**config.mk**
```make
export PLATFORM = sky130hd
export DESIGN_NAME = savest_ctrl
export DESIGN_NICKNAME = d
export VERILOG_FILES = /design/src/sv/savest_pkg.sv /design/src/sv/savest_ctrl.sv
export SDC_FILE = /design/constraint.sdc
export NUM_CORES = 1
export LEC_CHECK = 0
export ABC_AREA = 0
export BUFFER_PORTS_ARGS = -buffer_cell sky130_fd_sc_hd__buf_2
export CAP_MARGIN = 30
export CORE_AREA = 2 2 39 41
export CTS_CLUSTER_SIZE = 30
export DETAILED_ROUTE_END_ITERATION = 10
export DIE_AREA = 0 0 41 43
export SETUP_SLACK_MARGIN = 0.3
export SYNTH_ARGS = -nofsm -noshare
export SYNTH_HDL_FRONTEND = slang
export SYNTH_SLANG_ARGS = --single-unit
```
**constraint.sdc**
```tcl
create_clock -name i_clk -period 1.77 [get_ports i_clk]
set_input_delay 0.177 -clock i_clk [delete_from_list [all_inputs] [get_ports i_clk]]
set_output_delay 0.177 -clock i_clk [all_outputs]
set_load 0.05 [all_outputs]
```
**src/sv/savest_pkg.sv**
```systemverilog
// ----------------------------------------------------------------------------
// savest_pkg
// Shared types and constants for the servo angle / velocity estimator.
// ----------------------------------------------------------------------------
package savest_pkg;

    // Stream payload widths
    localparam int unsigned POT_W       = 16;
    localparam int unsigned STAMP_W     = 32;
    localparam int unsigned ANGLE_OUT_W = 16;
    localparam int unsigned VEL_W       = 32;
    localparam int unsigned IN_DATA_W   = 48;   // pot_position, sample_time_us
    localparam int unsigned OUT_DATA_W  = 48;   // angle, velocity

    // Configuration port
    localparam int unsigned CFG_ADDR_W = 3;
    localparam int unsigned CFG_DATA_W = 16;

    typedef enum logic [CFG_ADDR_W-1:0] {
        CFG_GAIN    = 3'd0,
        CFG_DZ_LOW  = 3'd1,
        CFG_DZ_HIGH = 3'd2,
        CFG_WEIGHT  = 3'd3,
        CFG_SKIP    = 3'd4
    } t_cfg_addr;

    localparam logic [15:0]        GAIN_RST    = 16'd11185;
    localparam logic signed [15:0] DZ_LOW_RST  = -16'sd166;
    localparam logic signed [15:0] DZ_HIGH_RST = 16'sd1162;
    localparam logic [15:0]        WEIGHT_RST  = 16'd3277;
    localparam logic [3:0]         SKIP_RST    = 4'd1;

    typedef struct packed {
        logic [15:0]        gain;
        logic signed [15:0] dz_low;
        logic signed [15:0] dz_high;
        logic [15:0]        weight;
        logic [3:0]         skip_n;
    } t_cfg;

    // Arithmetic
    localparam int unsigned US_PER_SEC  = 1000000;
    localparam int unsigned HALF_SEC_US = 500000;
    localparam int unsigned DVD_W       = 64;   // divider dividend / quotient
    localparam int unsigned DSR_W       = 32;   // divider divisor / remainder
    localparam int unsigned DIV_BITS    = 2;    // quotient bits per cycle
    localparam int unsigned DIV_ITERS   = DVD_W / DIV_BITS;
    localparam int unsigned DIV_CNT_W   = $clog2(DIV_ITERS);
    localparam int unsigned MV_W        = 48;   // clamped measured velocity
    localparam int unsigned ACC_W       = 64;   // averaging accumulator
    localparam logic [DVD_W-1:0]        MEAS_LIMIT = 64'h0000_4000_0000_0000;
    localparam logic signed [ACC_W-1:0] VEL_MAX    = 64'sd2147483647;
    localparam logic signed [ACC_W-1:0] VEL_MIN    = -64'sd2147483648;
    localparam logic signed [ACC_W-1:0] RND_POS    = 64'sd32768;
    localparam logic signed [ACC_W-1:0] RND_NEG    = 64'sd32767;

    // Sequencer
    typedef enum logic [3:0] {
        ST_IDLE,
        ST_DECODE,
        ST_SETUP,
        ST_LOAD,
        ST_DIVIDE,
        ST_CLAMP,
        ST_MULT,
        ST_SUM,
        ST_ROUND,
        ST_APPLY,
        ST_DONE
    } t_state;

    typedef struct packed {
        logic in_ready;
        logic capture;
        logic decode;
        logic setup;
        logic load;
        logic div_step;
        logic clamp;
        logic mult;
        logic sum;
        logic round;
        logic apply;
        logic out_load;
    } t_cmd;

    typedef struct packed {
        logic extrap;
        logic vel_upd;
        logic div_last;
    } t_status;

endpackage

```
**src/sv/savest_ctrl.sv**
```systemverilog
// ----------------------------------------------------------------------------
// savest_ctrl
// Sequencer: steps one item through decode, divide and averaging where needed, and update.
// ----------------------------------------------------------------------------
module savest_ctrl (
    input  logic                i_clk,
    input  logic                i_rst_n,
    input  logic                i_in_valid,
    input  logic                i_out_free,
    input  savest_pkg::t_status i_status,
    output savest_pkg::t_cmd    o_cmd
);
    import savest_pkg::*;

    t_state r_state;
    t_state n_state;

    always_ff @(posedge i_clk) begin
        if (!i_rst_n) begin
            r_state <= ST_IDLE;
        end else begin
            r_state <= n_state;
        end
    end

    always_comb begin
        n_state = r_state;
        case (r_state)
            ST_IDLE: begin
                if (i_in_valid) n_state = ST_DECODE;
            end
            ST_DECODE: n_state = ST_SETUP;
            ST_SETUP: begin
                n_state = (i_status.extrap || i_status.vel_upd) ? ST_LOAD : ST_APPLY;
            end
            ST_LOAD:   n_state = ST_DIVIDE;
            ST_DIVIDE: begin
                if (i_status.div_last) begin
                    n_state = i_status.extrap ? ST_APPLY : ST_CLAMP;
                end
            end
            ST_CLAMP:  n_state = ST_MULT;
            ST_MULT:   n_state = ST_SUM;
            ST_SUM:    n_state = ST_ROUND;
            ST_ROUND:  n_state = ST_APPLY;
            ST_APPLY:  n_state = ST_DONE;
            ST_DONE: begin
                if (i_out_free) n_state = ST_IDLE;
            end
            default:   n_state = ST_IDLE;
        endcase
    end

    always_comb begin
        o_cmd = '0;
        case (r_state)
            ST_IDLE: begin
                o_cmd.in_ready = 1'b1;
                o_cmd.capture  = i_in_valid;
            end
            ST_DECODE: o_cmd.decode   = 1'b1;
            ST_SETUP:  o_cmd.setup    = 1'b1;
            ST_LOAD:   o_cmd.load     = 1'b1;
            ST_DIVIDE: o_cmd.div_step = 1'b1;
            ST_CLAMP:  o_cmd.clamp    = 1'b1;
            ST_MULT:   o_cmd.mult     = 1'b1;
            ST_SUM:    o_cmd.sum      = 1'b1;
            ST_ROUND:  o_cmd.round    = 1'b1;
            ST_APPLY:  o_cmd.apply    = 1'b1;
            ST_DONE:   o_cmd.out_load = i_out_free;
            default:   o_cmd = '0;
        endcase
    end

endmodule

```
---- Yosys cells after proc, flatten, opt, wreduce, memory -nomap -nowiden ----
Index checks and enable logic that the tools add are counted.
storage, ports and cells
  register bits ........................... 4
  latch bits .............................. 0
  bits in writable memories ............... 0
  bits in read-only memories .............. 0
  input bits .............................. 7
  output and inout bits ................... 12
  logic and storage cells ................. 34
  memories ................................ 0
cells by class
  add/subtract/negate cells ............... 0
  multipliers ............................. 0
  divide/modulo/power cells ............... 0
  order comparisons ....................... 0
  equal/unequal tests ..................... 13
  shift-type cells ........................ 0
  muxes and demuxes ....................... 17
  bitwise gates (word level) .............. 0
  reduce and logical (&&, ||, !) cells .... 3
operators by type and width
  kind                                                              number
  4-bit one-hot mux with 11 select lines                            1
  4-bit 2-to-1 mux                                                  5
  4-bit by 3-bit == test with 1-bit output (second input constant)  4
  4-bit == test (second input constant)                             3
  1-bit 2-to-1 mux                                                  10
  4-bit by 2-bit == test with 1-bit output (second input constant)  2
  2-bit inequality test (second input constant)                     3
  4-bit by 1-bit == test with 1-bit output (second input constant)  1
  4-bit logical NOT                                                 1
  3-bit AND reduction                                               1
  2-bit 2-to-1 mux                                                  1
  1-bit logical OR                                                  1

---- Depth between registers and ports, before layout ----
Gate-level depths: netlist of run 1.
  word-level depth ........................ 3
  mapped depth ............................ 6
  gate-level depth less buffers ........... 4

---- Worst setup path after synthesis of run 1 ----
Ideal clock, no wire load.
  path type ............................... register to output
  from .................................... register r_state[2]
  to ...................................... output port o_cmd[10] (netlist bit)
  arrival time ............................ 2426 ps
  required time ........................... 1593 ps
  setup slack ............................. -833 ps
  cell stages (with the launch flop) ...... 6
  path buffers ............................ 2
  path through ............................ dfxtp_1 buf_6 or2_1 buf_6 nor3_1 and2_1
RTL lines
  element                   line               RTL
  start: declaration        savest_ctrl.sv:15  t_state r_state;
  start signal: assignment  savest_ctrl.sv:22  r_state <= n_state;
  end: declaration          savest_ctrl.sv:11  output savest_pkg::t_cmd o_cmd

==> qor.txt, run 1 <==
CTS Sinks - 4
register-to-register setup slack - 0.41 ns
largest register by flop count - r_state
Pwr Density - 1010 nW/um^2
VDD IR max - 424 uV
Die ar. - 1760 um^2
core area - 1380 um^2
Synth Cell Area - 404 um^2
critical path arrival - 1.30 ns
ys flop type - dfxtp_1
synth warn - 0
syn nets - 61
sequential element share of the synthesized area - 19.8%
RD Place Congestion - 0.759
FFs w/ async S/R, synth - 0%
nets - 86
Iter 0 DRT Violations - 13
final core occ - 45.2%
# IOs - 19
layout cells sized above 1 - 59.7%
# DRC - 0
largest family of logic cells by synthesized area - simple AND/OR/NAND/NOR gates
Register Area - 90.1 um^2
minimum clock period - 1.48 ns
post-synth cell types - 27
CTS Buf Count - 3
diode count - 0
Hold Path Sink - r_state[1]
Post-Layout Cell Count - 93
status - completed
largest cells by area after synthesis - dfxtp_1 20%, nand2b_1 7.7%, nor2_1 7.4%
vias in the first global route - 358
total leakage power - 0.267 nW
initial core utilization - 29.2%
DRT Pass-1 Iters - 4
HPWL after detailed placement - 736 um
Die Y - 43 um
final hold viol count - 0
post-synthesis xor/xnor area fraction - 0%
FF-to-FF Start - r_state[2]
largest net degree at the start of global routing - 13
startpoint types - flop
wire per inst - 10.8 um
Top Registers - r_state x4
Hold Path Stages - 2
critical path fanouts, max - 6
Hold Crit Start - i_rst_n
multiplexer share of the synthesized area - 0%
CTS tree - done
I/O Buffers - 18
Final period util - 83.6%
average size of a mapped cell - 7.48 um^2
Max Freq - 0.676 GHz
clock transition at the registers of the reported paths - 0.04 ns
Synth-to-Final Area Change - 54.8%
post-synthesis compound-gate area fraction - 24.8%
Worst Path Required - 1.59 ns
clk_lat worst skew - 0.23 ns
Final setup viols - 0
clk_skew - 0.00219 ns
RSZ-0062 raised after global routing - yes
post-route ant nets - 0
top-area cell type share of the netlist area - 19.8%
worst rel slew slack - 81.6%
Synth Register Bits - 4
worst-margin pin slew - 0.274 ns
Cells after DPL - 85
root buffer cell - clkbuf_4
H-tree Lvls - 1
die width - 41 um
crit path kind - reg -> out
R2R Path End - r_state[3]
Synth Area in Adders - 0%
fill cell count - 145
area of the multi-input gates - 315 um^2
kind of end point of the critical path - output pin
DR vias - 449
reported max-cap violation count - 0
synthesized instance count - 54
final wirelength - 1.01 mm
vias per cell - 4.83
Clock Path Buffers - 2
first-pass GRT wire length - 1.56 mm
max reg flops - 4
total grt overflow - 0
Worst R2R Path Depth - 5
fin. max-slew vios - 0
total track usage - 12.7%
antenna violations before repair - 0
worst hold path class - in -> reg
Post-synth EDFFs - 0
simple-gate share of the synthesized area - 44.9%
placement row count - 14
Synth area leader - dfxtp_1
[kinds of logic after synthesis]
logic type | after synthesis
DFF | 4
and+or+nand+nor | 32
buffers and inverters | 6
AOI/OAI and AO/OA | 12
[power by group]
group | internal, mW | total (mW) | switching [mW]
Clock | 0.0757 | 0.111 | 0.0350
Sequential | 0.108 | 0.138 | 0.0302
Combinational | 0.155 | 0.381 | 0.226
[Yosys cell counts, types with 2 or more instances]
library cell  count
nand3b_1          2
dfxtp_1           4
nand2b_1          5
buf_6             2
nor3_1            5
nand3_1           3
o21ai_0           2
nor2_1            8
a21oi_1           4
nand2_1           2
[layout make-up]
class,count,share of cell area [%]
Timing Repair Buffer,25,27.8
Sequential cell,4,14.4
Tap cell,16,3.20
Multi-Input combinational cell,44,50.4
Clock buffer,3,3.60
Inverter,1,0.600
[through the flow]
| stage | hold slack [ns] | area (um^2) | TNS (ns) | total power [mW] | setup slack [ns] |
|---|---|---|---|---|---|
| after floorplan | 0.295 | 434 | -0.252 | 0.409 | -0.0780 |
| after global placement | 0.441 | 520 | 0 | 0.453 | 0.233 |
| after detailed placement | 0.435 | 520 | 0 | 0.452 | 0.204 |
| after CTS | 0.195 | 572 | 0 | 0.595 | 0.256 |
| after global routing | 0.200 | 626 | 0 | 0.672 | 0.246 |
| final | 0.200 | 626 | 0 | 0.630 | 0.291 |
[critical path, stage by stage (launching register included)]
cell and delay, ns:
dfxtp_4 0.36, or2_4 0.30, nor3_4 0.12, and2_4 0.16, buf_8 0.13
[cells in the final DEF, fill, tap and decap left out, types with 2 or more instances in the layout]
cell type / netlist / routed
nor3_1: 5 / 4
buf_2: 1 / 10
dfxtp_2: 0 / 2
dfxtp_4: 0 / 2
nand3b_1: 2 / 2
buf_4: 1 / 10
nand3_1: 3 / 3
a21oi_1: 4 / 4
o21ai_0: 2 / 2
nand2b_1: 5 / 5
clkbuf_4: 0 / 6
nor2_2: 0 / 7
nand2_1: 2 / 2
[how the worst max path moves through the flow]
stage | startpoint | slack, ns | cells past startpoint | endpoint
3_5_place_dp | r_state[2] | 0.20 | 4 | o_cmd[10]
4_1_cts | r_state[2] | 0.26 | 4 | o_cmd[10]
2_1_floorplan | r_state[1] | -0.08 | 3 | o_cmd[5]
5_1_grt | r_state[2] | 0.25 | 4 | o_cmd[10]
3_3_place_gp | r_state[2] | 0.23 | 4 | o_cmd[10]
6_report | r_state[2] | 0.29 | 4 | o_cmd[10]
[routing by layer]
| metal | global-route usage [%] | share of wire (%) | vias up |
|---|---|---|---|
| met4 | 8.00 | 0 | 0 |
| li1 | - | - | 241 |
| met3 | 1.57 | 8.4 | 0 |
| met5 | 0 | 0 | - |
| met2 | 17.5 | 43 | 18 |
| met1 | 17.7 | 48 | 190 |
[timing repair]
action | CTS | global route
pin swaps | 1 | 2
endpoints found under the setup margin | 12 | 11
hold buffers | 0 | 0
resized for setup | 10 | 10
setup buffers | 1 | 4
Note: power is estimated with default switching activity, not from simulation.
==> run 2: changes to the inputs <==
clock period = 1.5 ns   (was 1.77 ns; I/O delays follow)
==> qor.txt, run 2 (same netlist as run 1, synthesis figures left out) <==
post-route cell area - 875 um^2
largest net degree at the start of global routing - 9
vias per cell - 5.21
nets - 93
total grt overflow - 0
DR vias - 521
clock transition at the registers of the reported paths - 0.04 ns
Pwr Density - 1070 nW/um^2
FF-to-FF Start - r_state[2]
# DRC - 0
clk_skew - 0.00518 ns
final hold slack - 0.175 ns
worst-margin pin slew - 0.433 ns
I/O Buffers - 18
initial core utilization - 29.2%
Worst R2R Path Depth - 5
H-tree Lvls - 1
placement row count - 14
diode count - 0
final wirelength - 1.39 mm
minimum clock period - 1.43 ns
CTS Buf Count - 3
vias in the first global route - 511
RSZ-0062 raised after global routing - yes
Final setup viols - 0
DRT Pass-1 Iters - 4
startpoint types - flop
core area - 1380 um^2
Cells after DPL - 90
final hold viol count - 0
max reg flops - 4
Top Registers - r_state x4
fin. max-slew vios - 0
Max Freq - 0.699 GHz
kind of end point of the critical path - output pin
Hold Path Stages - 2
crit path from - r_state[2]
antenna violations before repair - 0
total track usage - 17.2%
wire per inst - 13.9 um
CTS Sinks - 4
register-to-register setup slack - 0.16 ns
Clock Path Buffers - 2
setup total negative slack - 0 ns
clk_lat worst skew - 0.23 ns
worst hold path class - in -> reg
fill cell count - 111
HPWL after detailed placement - 854 um
RD Place Congestion - 0.785
Iter 0 DRT Violations - 7
status - completed
critical path arrival - 1.28 ns
Worst Path Required - 1.35 ns
Area after DPL - 621 um^2
Post-Layout Cell Count - 100
Die ar. - 1760 um^2
worst rel slew slack - 71.0%
layout cells sized above 1 - 75.0%
critical path fanouts, max - 4
reported max-cap violation count - 0
# IOs - 19
Hold Crit Start - i_rst_n
Hold Buf Count CTS - 0
total leakage power - 0.343 nW
first-pass GRT wire length - 2.08 mm
Synth-to-Final Area Change - 116%
VDD IR max - 794 uV
final core occ - 63.2%
post-route ant nets - 0
crit path kind - reg -> out
root buffer cell - clkbuf_4
Die Y - 43 um
largest register by flop count - r_state
die width - 41 um
most frequent cells in the layout - 10 x buf_6, 10 x buf_4, 7 x buf_2, 6 x nor2_4, 5 x buf_8
CTS tree - done
Final period util - 95.3%
-- run 2: per-layer routing --
metal / track usage, % / part of all wire (%) / vias to the layer above
met1: 19.4 / 40 / 245
met3: 7.33 / 5.1 / 0
met5: 0 / 0 / -
met2: 28.7 / 55 / 21
met4: 3.33 / 0 / 0
li1: - / - / 255
-- run 2: layout make-up --
class | instances | area, um^2 | share of cell area [%]
Multi-Input combinational cell | 44 | 438 | 50.1
Timing Repair Buffer | 32 | 298 | 34.0
Sequential cell | 4 | 92.6 | 10.6
Clock buffer | 3 | 22.5 | 2.58
Tap cell | 16 | 20.0 | 2.29
Inverter | 1 | 3.75 | 0.429
-- run 2: where the power goes --
part	switching, mW	total, mW	internal [mW]
Clock	0.0412	0.130	0.0892
Combinational	0.367	0.653	0.285
Sequential	0.0246	0.152	0.127
-- run 2: stage by stage --
stage	setup WS [ns]	power (mW)
2_1_floorplan	-0.231	0.542
3_3_place_gp	0.118	0.620
3_5_place_dp	0.110	0.620
4_1_cts	0.0467	0.888
5_1_grt	0.0450	0.983
6_report	0.0699	0.935
-- run 2: repair_timing --
item,in CTS,in global routing
buffers inserted,5,2
gates resized for setup,45,8
pin swaps,4,4
setup endpoints to repair,14,15
-- run 2: final timing paths --
check / to
worst max-delay path: o_cmd[10]
worst min-delay path: r_state[1]
worst max register to register: r_state[3]
worst min register to register: r_state[2]
-- run 2: critical path, cell delays in order, from the launching register on --
cell     delay (ns)
dfxtp_4        0.34
or2_4          0.28
nor3_4         0.13
and2_4         0.17
buf_8          0.13
==> run 3: changes to the inputs <==
CTS_CLUSTER_DIAMETER = 80   (was not set)
GPL_TIMING_DRIVEN = 0   (was not set)
clock period = 1.6 ns   (was 1.5 ns; I/O delays follow)
==> qor.txt, run 3 (same netlist as run 1, synthesis figures left out) <==
status - completed
DRT Pass-1 Iters - 4
crit path from - r_state[2]
Register Area - 88.8 um^2
reported max-cap violation count - 0
RSZ-0062 raised after global routing - yes
final core occ - 68.4%
Iter 0 DRT Violations - 7
Final setup viols - 0
HPWL after detailed placement - 773 um
clock transition at the registers of the reported paths - 0.04 ns
RD Place Congestion - 0.775
worst-margin pin slew - 0.274 ns
Slowest cell on crit path - dfxtp_1
worst stage delay on the critical path - 0.31 ns
total grt overflow - 0
startpoint types - flop
CTS Buf Count - 3
antenna violations before repair - 0
diode count - 0
kind of end point of the critical path - output pin
Clock Path Buffers - 2
placement row count - 14
crit path kind - reg -> out
die width - 41 um
first-pass GRT wire length - 2.21 mm
CTS tree - done
Die Y - 43 um
vias in the first global route - 472
clk_lat worst skew - 0.23 ns
most common cell after layout, fill and taps aside - buf_8
total track usage - 19.4%
Worst path depth - 6
Synth-to-Final Area Change - 134%
post-route ant nets - 0
critical path arrival - 1.44 ns
nets - 97
max reg flops - 4
final hold slack - 0.195 ns
# DRC - 0
DR vias - 530
CTS Sinks - 4
area of the multi-input gates - 429 um^2
total leakage power - 0.379 nW
VDD IR max - 560 uV
WP buf/inv - 3
minimum clock period - 1.60 ns
R2R Path End - r_state[3]
final wirelength - 1.55 mm
layout cells sized above 1 - 76.1%
worst setup path endpoint - o_cmd[10]
I/O Buffers - 18
final hold viol count - 0
vias per cell - 5.10
worst hold path class - in -> reg
Worst Path Required - 1.44 ns
largest register by flop count - r_state
# IOs - 19
CP cell instances - buf_6 > or2_1 > buf_6 > nor3_4 > and2_4 > buf_8
most frequent cells in the layout - 10 x buf_8, 9 x buf_4, 8 x buf_6, 7 x nor2_4, 7 x buf_2
root buffer cell - clkbuf_4
fin. max-slew vios - 0
dpl ws - 0.107 ns
initial core utilization - 29.2%
Critical Path Most Common Cell - buf_6
Max Freq - 0.626 GHz
Hold Path Stages - 2
Worst R2R Path Depth - 7
Final period util - 99.8%
Hold Buf Count CTS - 0
H-tree Lvls - 1
wire per inst - 14.9 um
Top Registers - r_state x4
delay-heaviest family, CP - simple AND/OR/NAND/NOR gates
FF-to-FF Start - r_state[2]
core area - 1380 um^2
critical path fanouts, max - 4
worst rel slew slack - 81.6%
largest net degree at the start of global routing - 11
clk_skew - 0.00764 ns
Die ar. - 1760 um^2
Pwr Density - 958 nW/um^2
PnR worst setup slack - 0.00294 ns
fill cell count - 94
register-to-register setup slack - 0.12 ns
[run 3: final cells by class]
cell class / count / area share [%]
inverters: 1 / 0.396
plain buffers: 5 / 6.74
multi-input cells: 44 / 45.3
flip-flops and latches: 4 / 9.38
well taps: 16 / 2.11
repair buffers: 31 / 33.7
clock buffers: 3 / 2.38
[run 3: worst min path at each step]
stage / startpoint / end / slack, ns
after floorplan: i_rst_n / r_state[1] / 0.28
after global placement: i_rst_n / r_state[1] / 0.42
after detailed placement: i_rst_n / r_state[1] / 0.43
after CTS: i_rst_n / r_state[1] / 0.19
after global routing: i_rst_n / r_state[1] / 0.19
final: i_rst_n / r_state[1] / 0.19
[run 3: repair_timing]
item / CTS / global route
endpoints found under the hold margin: 0 / 0
pin swaps: 3 / 7
resized for setup: 41 / 22
setup endpoints to repair: 14 / 15
setup buffers: 8 / 5
[run 3: per-stage QoR]
step / instance area [um^2] / instances / setup TNS [ns] / power (mW)
6_report: 947 / 104 / 0 / 0.908
5_1_grt: 947 / 104 / -0.0634 / 0.965
4_1_cts: 798 / 99 / 0 / 0.832
3_5_place_dp: 583 / 88 / 0 / 0.551
3_3_place_gp: 583 / 88 / 0 / 0.549
2_1_floorplan: 473 / 54 / -0.240 / 0.477
[run 3: where the power goes]
group	internal (mW)	leakage (nW)	switching, mW
Sequential	0.118	0.0345	0.0225
Clock	0.0837	0.0138	0.0389
Combinational	0.292	0.330	0.352
[run 3: routing by layer]
metal,vias up,wire (um),GRT usage [%]
met5,-,0,0
met4,0,8,8.00
met3,2,52,6.28
met2,14,875,33.1
met1,253,611,20.3
li1,261,-,-
